<file path="src/sv/swmf_pkg.sv">
package swmf_pkg;

  localparam int WINDOW_SIZE = 5;
  localparam int HALF_SPAN   = WINDOW_SIZE / 2;
  localparam int FULL_SPAN   = 2 * HALF_SPAN + 1;
  localparam int NUM_CODES   = 8;

  localparam int CODE_W   = 4;
  localparam int FILL_W   = $clog2(FULL_SPAN + 1);
  localparam int CENTER_W = $clog2(HALF_SPAN + 1);
  localparam int TALLY_W  = $clog2(FULL_SPAN + 1);

  typedef logic [CODE_W-1:0]   code_t;
  typedef logic [FILL_W-1:0]   fill_t;
  typedef logic [CENTER_W-1:0] center_t;
  typedef logic [TALLY_W-1:0]  tally_t;

  // Window contents, newest sample at index 0, and how many samples are held.
  typedef struct packed {
    code_t [FULL_SPAN-1:0] win;
    fill_t                 fill;
  } snap_t;

  // What the job register offers toward the output stage and the input side.
  typedef struct packed {
    logic  valid;
    logic  can_accept;
    code_t smoothed;
    logic  end_of_run;
  } seq_out_t;

endpackage

</file>
<file path="src/sv/swmf_window.sv">
module swmf_window (
  input  logic            clk,
  input  logic            rst,
  input  logic            accept,
  input  swmf_pkg::code_t direction,
  input  logic            is_last,
  output swmf_pkg::snap_t snap_next
);
  import swmf_pkg::*;

  code_t [FULL_SPAN-1:0] win;
  fill_t                 fill;
  code_t                 clean;

  // Codes above the valid range are stored as zero so they never count.
  assign clean = (direction > CODE_W'(NUM_CODES)) ? '0 : direction;

  always_comb begin
    snap_next.win[0] = clean;
    for (int a = 1; a < FULL_SPAN; a++) begin
      snap_next.win[a] = win[a-1];
    end
    snap_next.fill = (fill < FILL_W'(FULL_SPAN)) ? fill + FILL_W'(1) : fill;
  end

  always_ff @(posedge clk) begin
    if (rst) begin
      win  <= '0;
      fill <= '0;
    end else if (accept) begin
      if (is_last) begin
        // Sequence ends: start the next one from an empty window.
        win  <= '0;
        fill <= '0;
      end else begin
        win  <= snap_next.win;
        fill <= snap_next.fill;
      end
    end
  end

endmodule

</file>
<file path="src/sv/swmf_mode.sv">
module swmf_mode (
  input  swmf_pkg::snap_t   snap,
  input  swmf_pkg::center_t center,
  output swmf_pkg::code_t   mode
);
  import swmf_pkg::*;

  fill_t                  reach;
  fill_t                  newest_held;
  fill_t                  limit;
  logic [FULL_SPAN-1:0]   in_win;
  logic [FULL_SPAN-1:0]   hit [NUM_CODES];
  tally_t                 tally [NUM_CODES];
  tally_t                 best_count;
  code_t                  best;

  // Window runs from age 0 to center + half span, clipped to the oldest held.
  assign reach       = FILL_W'(center) + FILL_W'(HALF_SPAN);
  assign newest_held = snap.fill - FILL_W'(1);
  assign limit       = (reach < newest_held) ? reach : newest_held;

  always_comb begin
    for (int a = 0; a < FULL_SPAN; a++) begin
      in_win[a] = (FILL_W'(a) <= limit);
    end
    for (int k = 0; k < NUM_CODES; k++) begin
      for (int a = 0; a < FULL_SPAN; a++) begin
        hit[k][a] = in_win[a] && (snap.win[a] == CODE_W'(k + 1));
      end
      tally[k] = TALLY_W'($countones(hit[k]));
    end
  end

  // Strictly greater wins, so the smallest code keeps a tie.
  always_comb begin
    best_count = '0;
    best       = '0;
    for (int k = 0; k < NUM_CODES; k++) begin
      if (tally[k] > best_count) begin
        best_count = tally[k];
        best       = CODE_W'(k + 1);
      end
    end
  end

  assign mode = best;

endmodule

</file>
<file path="src/sv/swmf_seq.sv">
module swmf_seq (
  input  logic               clk,
  input  logic               rst,
  input  logic               accept,
  input  logic               is_last,
  input  swmf_pkg::snap_t    snap_next,
  input  logic               result_ready,
  output swmf_pkg::seq_out_t seq_out
);
  import swmf_pkg::*;

  logic    job_valid;
  logic    job_last;
  center_t job_center;
  snap_t   job_snap;
  logic    job_final;
  logic    job_move;
  code_t   job_code;
  center_t flush_center;

  swmf_mode u_mode (
    .snap   (job_snap),
    .center (job_center),
    .mode   (job_code)
  );

  assign job_final = !job_last || (job_center == '0);
  assign job_move  = job_valid && result_ready;

  // Oldest pending result on a flush sits at min(fill, half span + 1) - 1.
  assign flush_center = (snap_next.fill > FILL_W'(HALF_SPAN)) ?
                        CENTER_W'(HALF_SPAN) :
                        CENTER_W'(snap_next.fill - FILL_W'(1));

  assign seq_out.valid      = job_valid;
  assign seq_out.can_accept = !job_valid || (job_move && job_final);
  assign seq_out.smoothed   = job_code;
  assign seq_out.end_of_run = job_last && (job_center == '0);

  always_ff @(posedge clk) begin
    if (rst) begin
      job_valid <= 1'b0;
    end else if (accept) begin
      job_valid <= is_last || (snap_next.fill >= FILL_W'(HALF_SPAN + 1));
    end else if (job_move && job_final) begin
      job_valid <= 1'b0;
    end
  end

  always_ff @(posedge clk) begin
    if (accept) begin
      job_snap   <= snap_next;
      job_last   <= is_last;
      job_center <= is_last ? flush_center : CENTER_W'(HALF_SPAN);
    end else if (job_move && !job_final) begin
      job_center <= job_center - CENTER_W'(1);
    end
  end

endmodule

</file>
<file path="src/sv/sliding_window_mode_filter_top.sv">
// Path: each result passes from the job register through the result register to the ports.
// Throughput: one sample per cycle while the output is not stalled; after a last beat
//   sample_stall holds while the job register steps through the pending flush results.
// Reset (rst, synchronous, active high): empties the window, the job and the output.
module sliding_window_mode_filter_top (
  input  logic            clk,
  input  logic            rst,
  input  logic            sample_valid,
  output logic            sample_stall,
  input  swmf_pkg::code_t direction,
  input  logic            is_last,
  output logic            result_valid,
  input  logic            result_stall,
  output swmf_pkg::code_t smoothed,
  output logic            end_of_run
);
  import swmf_pkg::*;

  logic     accept;
  logic     result_ready;
  snap_t    snap_next;
  seq_out_t seq_out;

  // A beat lands when the job register is empty or hands off its final result.
  assign sample_stall = !seq_out.can_accept;
  assign accept       = sample_valid && !sample_stall;

  // Output register takes a new result when empty or when its beat is taken.
  assign result_ready = !result_valid || !result_stall;

  // Window shift line and fill count: advance on every accepted beat,
  // drop back to empty after a last beat.
  swmf_window u_window (
    .clk       (clk),
    .rst       (rst),
    .accept    (accept),
    .direction (direction),
    .is_last   (is_last),
    .snap_next (snap_next)
  );

  // Job register: hold a snapshot of the window and step through the
  // centers that still need a result, one per cycle toward the output while it takes them.
  swmf_seq u_seq (
    .clk          (clk),
    .rst          (rst),
    .accept       (accept),
    .is_last      (is_last),
    .snap_next    (snap_next),
    .result_ready (result_ready),
    .seq_out      (seq_out)
  );

  // Result register: parts the output handshake from the input side.
  always_ff @(posedge clk) begin
    if (rst) begin
      result_valid <= 1'b0;
    end else if (result_ready) begin
      result_valid <= seq_out.valid;
    end
  end

  always_ff @(posedge clk) begin
    if (result_ready) begin
      smoothed   <= seq_out.smoothed;
      end_of_run <= seq_out.end_of_run;
    end
  end

endmodule

</file>
<file path="config.mk">
export PLATFORM = sky130hd
export DESIGN_NAME = sliding_window_mode_filter_top
export DESIGN_NICKNAME = d
export VERILOG_FILES = /design/src/sv/swmf_pkg.sv /design/src/sv/swmf_window.sv /design/src/sv/swmf_mode.sv /design/src/sv/swmf_seq.sv /design/src/sv/sliding_window_mode_filter_top.sv
export SDC_FILE = /design/constraint.sdc
export NUM_CORES = 1
export LEC_CHECK = 0
export ABC_AREA = 1
export BUFFER_PORTS_ARGS = -buffer_cell sky130_fd_sc_hd__buf_4
export CAP_MARGIN = 20
export CORE_AREA = 2 2 96 98
export DETAILED_ROUTE_END_ITERATION = 7
export DIE_AREA = 0 0 98 100
export PLACE_DENSITY = 0.59
export SYNTH_ARGS = -nofsm -noshare
export SYNTH_HDL_FRONTEND = slang
export SYNTH_HIERARCHICAL = 1
export SYNTH_SLANG_ARGS = --single-unit
</file>
<file path="constraint.sdc">
create_clock -name clk -period 10 [get_ports clk]
set_input_delay 2.5 -clock clk [delete_from_list [all_inputs] [get_ports clk]]
set_output_delay 2.5 -clock clk [all_outputs]
set_load 0.01 [all_outputs]
</file>
---- Word-level counts from Yosys, hierarchy flattened ----
Cells that the tools add are included.
word-level totals
  input port bits ......................... 9
  register bits ........................... 52
operators by class
  multiplexer cells ....................... 25
  add/sub/neg operators ................... 37
  reductions and logical operators ........ 58
  order comparisons ....................... 18
  equality and inequality tests ........... 40
operators with widths
  cell                                                  count
  == test 4 x 3 -> 1 bit (second input constant)        20
  logical AND 1 bit                                     45
  == test 4 x 2 -> 1 bit (second input constant)        10
  adder 1 x 1 -> 2 bit                                  16
  2-to-1 mux 3 bit                                      10
  2-to-1 mux 4 bit                                      7
  adder 2 x 2 -> 3 bit                                  8
  adder 3 x 1 -> 3 bit                                  8
  > comparator 3 bit                                    7
  == test 4 x 1 -> 1 bit (second input constant)        5
  == test 4 bit (second input constant)                 5
  2-to-1 mux 16 bit                                     1
  2-to-1 mux 2 bit                                      4
  <= comparator 1 x 3 -> 1 bit (first input constant)   2
  <= comparator 2 x 3 -> 1 bit (first input constant)   2
  logical NOT 1 bit                                     6
  > comparator 4 bit (second input constant)            1
  logical OR 1 bit                                      4
  nonzero test 2 bit                                    2
  subtractor 2 x 1 -> 2 bit (second input constant)     2
  adder 2 x 2 -> 3 bit (second input constant)          1
  adder 3 x 1 -> 3 bit (second input constant)          1
  >= comparator 3 x 2 -> 1 bit (second input constant)  1
  > comparator 3 x 1 -> 1 bit (second input constant)   1
  other kinds (7)                                       9

---- Longest topological paths before layout ----
Gate-level depths: netlist (run 1).
  word-level depth ........................ 23
  gate-level depth with buffers ........... 69
  depth with buffers taken out ............ 69

---- By module ----
The synthesis (run 1) kept the hierarchy.
by module, submodules not included
  module                          area each (um^2)  times used  sequential area each (um^2)  cells an instance
  swmf_mode                       1916.8            1           0.0                          301
  swmf_seq                        960.9             1           800.8                        59
  swmf_window                     783.3             1           380.4                        106
  sliding_window_mode_filter_top  200.2             1           170.2                        12

---- Worst setup path after synthesis (run 1) ----
Ideal clock, no wire load.
  kind .................................... register to register
  start point ............................. reg u_seq/job_snap[0] (netlist bit)
  end point ............................... reg smoothed[0], data pin
  setup time .............................. 269 ps
  required time ........................... 9731 ps
  clock period less this slack ............ 9059 ps
  arrival ................................. 8790 ps
  setup slack ............................. 941 ps
  cell stages (with the launch flop) ...... 64
  cells stage by stage .................... edfxtp_1 inv_1 ha_1 inv_1 nand2_1 and2_4 inv_4 ha_1 inv_1 a21oi_1 nand2_1 nand2_1 o21ai_1 a21oi_4 nand2_1 nor3_1 fa_1 fa_1 [... 28 more ...] nand2b_1 or2_1 nand2_1 ha_1 a31oi_1 nand2_1 nand2_1 nand3_1 and2_1 ha_1 a31oi_1 nand2_1 nand2_1 or2_2 nand2_1 ha_1 a32oi_1 a21oi_1
on the way
  longest elaborated chain between the ends .. 23
ends and longest elaborated chain
  what                                                                          line                                  source
  start: declaration                                                            swmf_seq.sv:15                        snap_t job_snap;
  start signal: assignment                                                      swmf_seq.sv:52                        job_snap <= snap_next;
  subtractor 3 x 1 -> 3 bit (*)                                                 swmf_mode.sv:19                       assign newest_held = snap.fill - FILL_W'(1);
  < comparator 3 bit                                                            swmf_mode.sv:20                       assign limit = (reach < newest_held) ? reach : newest_held;
  2-to-1 mux 3 bit (*)                                                          swmf_mode.sv:20
  <= comparator 1 x 3 -> 1 bit or <= comparator 2 x 3 -> 1 bit (tied branches)  swmf_mode.sv:24                       in_win[a] = (FILL_W'(a) <= limit);
  logical AND 1 bit                                                             swmf_mode.sv:28                       hit[k][a] = in_win[a] && (snap.win[a] == CODE_W'(k + 1));
  adder 1 x 1 -> 2 bit (implied by the code)                                    swmf_mode.sv:30                       tally[k] = TALLY_W'($countones(hit[k]));
  adder 2 x 2 -> 3 bit (implied by the code)                                    swmf_mode.sv:30
  adder 3 x 1 -> 3 bit (implied by the code)                                    swmf_mode.sv:30
  [... 7 more ...]                                                              n/a
  2-to-1 mux 3 bit                                                              swmf_mode.sv:39                       if (tally[k] > best_count) begin
  > comparator 3 bit                                                            swmf_mode.sv:39
  2-to-1 mux 3 bit                                                              swmf_mode.sv:39
  > comparator 3 bit                                                            swmf_mode.sv:39
  2-to-1 mux 3 bit                                                              swmf_mode.sv:39
  > comparator 3 bit                                                            swmf_mode.sv:39
  2-to-1 mux 3 bit                                                              swmf_mode.sv:39
  > comparator 3 bit                                                            swmf_mode.sv:39
  end signal: assignment                                                        sliding_window_mode_filter_top.sv:65  smoothed <= seq_out.smoothed;
  end: declaration                                                              sliding_window_mode_filter_top.sv:14  output swmf_pkg::code_t smoothed,
Every way passes the cells marked *; elsewhere a longest branch is shown, timed or not.
A chain may end at the register's enable or synchronous reset.

---- Worst setup path in the final report (run 1) ----
  start point ............................. reg u_seq/job_snap[0] (netlist bit)
  end point ............................... reg smoothed[3], data pin
The elaborated chain is that of the path after synthesis.

==> results of run 1 <==
## timing repair
action | 4_1_cts | 5_1_grt
buffers inserted | 0 | 8
pin swaps | 0 | 21
gates resized for setup | 2 | 48
endpoints found under the setup margin | 3 | 4
hold buffers | 0 | 0
## logic make-up (layout without fill, tap and decap cells)
group	Yosys count	in the layout	share of synthesized area [%]
buf+inv	90	115	9.462
fa+ha+maj	54	54	20.61
simple gates	237	237	27.77
flops	52	52	35.00
compound gates	45	45	7.162
## worst max-delay path: cells and delay by family (launching register included)
kind | cells | cell delay (ns)
simple gates | 33 | 3.63
flops | 1 | 0.39
compound gates | 10 | 1.32
fa+ha+maj | 12 | 3.26
buf+inv | 9 | 0.60
## cell type report
cell class,count,area [sq um]
multi-input combinational,336,2401
clock inverter,1,30.03
timing repair buffer,23,172.7
fill,865,4380
inverter,84,317.8
sequential,52,1351
clock buffer,7,97.59
tap,111,138.9
## metal layers
| metal | routed length (um) | track usage, % |
|---|---|---|
| met1 | 3548 | 20.04 |
| met2 | 3881 | 28.66 |
| met3 | 146 | 2.368 |
| met4 | 167 | 5.235 |
| met5 | 0 | 0 |
## synth_stat cells (3+ instances only)
master / count
fa_1: 16
nor4_1: 4
nand4_1: 4
or2_2: 5
ha_1: 38
o21ai_0: 6
nor3_1: 5
and2_1: 6
a21oi_1: 27
edfxtp_1: 31
nor2_1: 32
a31oi_1: 3
inv_1: 77
nand3_1: 44
nand2_1: 124
inv_2: 6
dfxtp_1: 21
## sequential cells by signal, indices dropped and copies added (netlist names)
signal and count:
u_window/snap_next 16, result_valid 1, smoothed 4, u_window/fill 3, u_seq/job_last 1, u_seq/job_valid 1, end_of_run 1, u_seq/job_snap 23
u_seq/job_center 2
## final timing paths
check                                       startpoint            endpoint  slack (ns)  cells after the start
worst max-delay path                 u_seq/job_snap[0]         smoothed[3]        0.59                     64
worst min-delay path            u_window/snap_next[19]  u_seq/job_snap[19]        0.44                      0
worst max register to register       u_seq/job_snap[0]         smoothed[3]        0.59                     64
worst min register to register  u_window/snap_next[19]  u_seq/job_snap[19]        0.44                      0
## stage by stage
step / cells / setup slack (ns) / util, % / area, sq um
2_1_floorplan: 478 / 0.9406 / - / 3861
3_3_place_gp: 598 / 0.2714 / 45.73 / 4065
3_5_place_dp: 598 / -0.04941 / 45.73 / 4065
4_1_cts: 606 / 0.04978 / 47.30 / 4205
5_1_grt: 614 / -0.1612 / 50.72 / 4509
6_report: 614 / 0.5878 / 50.72 / 4509
## layout by cell type (no fill, tap or decap), types with 2 or more instances in the layout
cell type	count
edfxtp_1	31
a21oi_1	24
ha_1	28
o21ai_0	5
nor3_4	2
nor2_1	30
o21ai_4	2
fa_2	2
nand3b_1	2
a21oi_2	5
and2_1	5
nand2_1	112
nand4_1	4
or2_2	5
ha_4	9
inv_1	75
clkbuf_8	5
and2_4	2
fa_1	14
dfxtp_1	21
nand2_2	12
nor3_1	4
nand3_1	39
nor2_4	3
nand2_4	2
nor4_1	4
buf_4	23
nand3_2	5
a31oi_1	3
inv_2	8
==> results by group, run 1 <==
Die
  • I/O Pins: 16
  • Full die area: 9800 sq um
  • Rows: 35
  • Core area: 8890 sq um
  • Initial core utilization: 43.43%
  • DIE WIDTH: 98 um
  • Die height: 100 um

Setup path
  • Largest stage delay, worst path: 0.46 ns
  • Critical path class: flop to flop
  • Worst Setup Start Kind: flop
  • Slowest CP cell: fa_1
  • CP required: 10.07 ns
  • Crit end category: flop
  • CP Max Fanout: 6
  • Most frequent CP cell: nand2_1
  • CP arrival: 9.49 ns

Route
  • DR pass1 iterations: 4
  • Post-DR vias/cell: 4.938
  • WL final: 7744 um
  • Wire per inst: 12.61 um
  • Iteration-0 DRC Markers: 116
  • Vias post-DR: 3032
  • Residual DRC count: 0
  • Routed Antenna Nets: 0

STA
  • Setup_tns: 0 ns
  • Setup Skew: 0.006624 ns
  • Fin crit share: 94.12%
  • Hold Slack: 0.4350 ns
  • Minimum clock period: 9.412 ns
  • Final Hold Fails: 0
  • Final setup violation count: 0
  • Maximum clock frequency: 0.1062 GHz
  • Worst Max-Slew Pin Slew: 0.9864 ns
  • Slew headroom: 34.17%
  • Slew Limit Fails: 0

Logic synthesis
  • Yosys synthesis warning count: 6
  • Post-synth EDFFs: 31
  • Synth Flop Type: edfxtp_1
  • Post-synthesis sequential area ratio: 35.00%
  • Post-synth top area share: 24.11%
  • Cell taking the most area after synthesis: edfxtp_1
  • Syn Nets: 541
  • Syn_area_per_cell: 8.078 sq um
  • #FFs+latches synth: 52
  • Yosys cell types: 39
  • Async SR Flop Fraction: 0%
  • Synth area leaders: edfxtp_1, ha_1, nand2_1
  • Syn Inst Count: 478
  • Synthesized area: 3861 sq um

GRT
  • Number of global-route vias before repair: 2964
  • Largest net degree at the start of global routing: 30
  • All-layer global routing usage: 16.05%
  • GRT overflow: 0
  • First-pass GRT wire length: 12900 um
  • Initial antenna violation count: 0

Clock network
  • Worst-path clk slew: 0.09 ns
  • Num Clock Sinks: 52
  • Total CTS buffers: 5
  • CTS tree: yes
  • Clk root buf: clkbuf_8
  • Clk_lat worst skew: 0.30 ns
  • Max clock buf depth: 2
  • H-tree depth: 2

Place
  • I/O Buffers: 15
  • RD Place Congestion: 0.9116
  • DP HPWL: 5988 um

Layout
  • Ant diodes: 0
  • # nets final: 565
  • Share of cells above drive strength 1: 19.48%
  • Area grow syn2layout: 16.79%

Status
  • Outcome: complete, no violations

Flow run
  • Maxcap violations: 0

Min path
  • Worst min-delay path class: flop to flop
Power of run 1 is left out: the tool's default activity adds up to more than one toggle a clock period on the data nets, which glitch-free logic cannot reach.
==> inputs of run 2 (changes only) <==
--- a/config.mk
+++ b/config.mk
@@ -8,10 +8,10 @@
 export ABC_AREA = 1
 export BUFFER_PORTS_ARGS = -buffer_cell sky130_fd_sc_hd__buf_4
 export CAP_MARGIN = 20
-export CORE_AREA = 2 2 96 98
+export CORE_AREA = 2 2 102 104
 export DETAILED_ROUTE_END_ITERATION = 7
-export DIE_AREA = 0 0 98 100
-export PLACE_DENSITY = 0.59
+export DIE_AREA = 0 0 104 106
+export PLACE_DENSITY = 0.54
 export SYNTH_ARGS = -nofsm -noshare
 export SYNTH_HDL_FRONTEND = slang
 export SYNTH_HIERARCHICAL = 1
==> constraint.sdc (replaced) <==
create_clock -name clk -period 8.8 [get_ports clk]
set_input_delay 2.2 -clock clk [delete_from_list [all_inputs] [get_ports clk]]
set_output_delay 2.2 -clock clk [all_outputs]
set_load 0.01 [all_outputs]
==> results by group, run 2 (synthesized netlist as in run 1, its figures left out) <==
STA
  • Worst Max-Slew Pin Slew: 0.9957 ns (+0.009346 ns)
  • Slew headroom: 33.55% (-0.62 points)
  • Slew Limit Fails: 0 (unchanged)
  • Final Hold Fails: 0 (unchanged)
  • Setup Skew: 0.008710 ns (+0.002086 ns)
  • Fin crit share: 103.7% (+9.5 points)
  • Setup_tns: -1.233 ns (-1.233 ns)
  • Minimum clock period: 9.122 ns (-0.2900 ns)
  • RSZ-0062 raised after global routing: yes
  • Setup ws final: -0.3222 ns (-0.9100 ns)
  • Final setup violation count: 4 (+4)
  • Maximum clock frequency: 0.1096 GHz (+3.2%)

Clock network
  • Worst-path clk slew: 0.09 ns (about the same)
  • Max clock buf depth: 2 (unchanged)
  • Clk_lat worst skew: 0.30 ns (about the same)
  • H-tree depth: 2 (unchanged)
  • Clk root buf: clkbuf_8
  • Total CTS buffers: 5 (unchanged)
  • Num Clock Sinks: 52 (unchanged)
  • CTS tree: yes

GRT
  • GR peak layer: met2
  • GRT overflow: 0 (unchanged)
  • Number of global-route vias before repair: 3344 (+13%)
  • Initial antenna violation count: 0 (unchanged)
  • First-pass GRT wire length: 14880 um (+15%)
  • Largest net degree at the start of global routing: 30 (unchanged)
  • All-layer global routing usage: 16.47% (+0.42 points)
  • Met2 usage: 29.84% (+1.2 points)
  • GR Util met1: 20.44% (+0.40 points)
  • Met3 usage: 2.391% (+0.023 points)

Layout
  • Ant diodes: 0 (unchanged)
  • Largest register FFs: 23 (unchanged)
  • Most flops, register: u_seq/job_snap
  • Most frequent cells in the layout: nand2_1, buf_4, inv_1
  • Share of cells above drive strength 1: 35.51% (+16 points)
  • Area grow syn2layout: 36.94%
  • # nets final: 645 (+14%)
  • Post-route cell area: 5288 sq um (+17%)
  • Fill cells: 960 (+11%)
  • Commonest non-fill, non-tap cell in the layout: nand2_1

Place
  • Cell Area, Placed: 4499 sq um (+11%)
  • DP HPWL: 6411 um (+7.1%)
  • Dpl ws: -0.6374 ns (-0.5880 ns)
  • I/O Buffers: 15 (unchanged)
  • RD Place Congestion: 0.8162 (-10%)

Setup path
  • Worst Setup Start Kind: flop
  • Reg2reg end: smoothed[1]
  • Slowest CP cell: fa_1
  • Worst reg2reg path depth: 69 (+7.8%)
  • CP required: 8.85 ns (-1.22 ns)
  • CP arrival: 9.17 ns (-0.32 ns)
  • CP Max Fanout: 5 (-1)
  • Critical path class: flop to flop
  • Largest stage delay, worst path: 0.48 ns (+0.02 ns)
  • Crit end category: flop
  • Reg2reg start: u_seq/job_snap[0]
  • Flop-to-flop setup slack: -0.32 ns (-0.91 ns)

Route
  • Residual DRC count: 0 (unchanged)
  • Routed Antenna Nets: 0 (unchanged)
  • DR pass1 iterations: 5 (+1)
  • Iteration-0 DRC Markers: 101 (-13%)
  • Vias post-DR: 3318 (+9.4%)
  • WL final: 8811 um (+14%)
  • Wire per inst: 12.25 um (-2.8%)
  • Post-DR vias/cell: 4.615 (-6.5%)

Die
  • I/O Pins: 16 (unchanged)
  • Full die area: 11020 sq um (+12%)
  • Die height: 106 um (+6.0%)
  • Rows: 37 (+5.7%)
  • Core area: 10000 sq um (+12%)
  • Initial core utilization: 38.61% (-4.8 points)
  • DIE WIDTH: 104 um (+6.1%)

Flow run
  • Maxcap violations: 0 (unchanged)

Min path
  • Hold-critical path depth: 0 (unchanged)
  • Min-delay src: u_window/snap_next[20]
  • Hold Crit Endpoint: u_seq/job_snap[20]
  • Worst min-delay path class: flop to flop

Status
  • Failing checks: negative setup slack
  • Outcome: finished, violations left
[run 2: cell types whose count changed in the layout (fill, tap and decap cells not counted), moves of 4 or more]
| cell | previous run | this run |
|---|---|---|
| ha_4 | 9 | 15 |
| ha_1 | 28 | 22 |
| inv_1 | 75 | 66 |
| nand3_1 | 39 | 35 |
| nand2_4 | 2 | 6 |
| nand2_1 | 112 | 106 |
| inv_2 | 8 | 15 |
| buf_4 | 23 | 101 |
[run 2: metrics by stage]
| step | hold slack, ns | utilization [%] | cells |
|---|---|---|---|
| 2_1_floorplan | 0.4086 | - | 478 |
| 3_3_place_gp | 0.4179 | 45.00 | 671 |
| 3_5_place_dp | 0.4194 | 45.00 | 671 |
| 4_1_cts | 0.4425 | 51.84 | 713 |
| 5_1_grt | 0.4612 | 52.88 | 719 |
| 6_report | 0.4399 | 52.88 | 719 |
[run 2: metal layers]
layer / vias up / wire length, um / part of all wire (%)
met5: - / 0 / 0
met4: 0 / 153 / 1.7
met3: 8 / 179 / 2.0
met2: 34 / 4473 / 51
met1: 1521 / 4005 / 45
li1: 1755 / - / -
[run 2: critical path, delay by kind of cell (launching register included)]
kind / cells / cell delay (ns)
AO/OA/AOI/OAI: 7 / 0.93
AND/OR/NAND/NOR: 31 / 2.82
adder cells (fa/ha/maj): 11 / 3.02
flip-flops: 1 / 0.41
buffers and inverters: 20 / 1.70
[run 2: how the worst max path moves through the flow]
stage / end / start / slack (ns) / cells after the start
after detailed placement: smoothed[0] / u_seq/job_snap[0] / -0.64 / 64
after global routing: smoothed[1] / u_seq/job_snap[0] / -0.91 / 68
final: smoothed[1] / u_seq/job_snap[0] / -0.32 / 69
after CTS: smoothed[1] / u_seq/job_snap[0] / -0.29 / 64
after floorplan: smoothed[0] / u_seq/job_snap[0] / 0.002 / 64
after global placement: smoothed[2] / u_seq/job_snap[0] / -0.46 / 64
[run 2: repair_timing]
action                                  in CTS  in global routing
gates resized for setup                     65                 20
endpoints found under the hold margin        0                  0
pin swaps                                   54                 41
hold buffers                                 0                  0
endpoints found under the setup margin       4                  4
setup buffers                               35                  6
[run 2: cell type report]
cell class	count	area, sq um	share of cell area (%)
clock inverter	3	17.52	0.3313
inverter	84	322.8	6.105
clock buffer	5	68.82	1.301
sequential	52	1351	25.56
multi-input combinational	336	2576	48.72
tap	136	170.2	3.218
timing repair buffer	103	780.7	14.77
Power of run 2 is left out for the same reason.
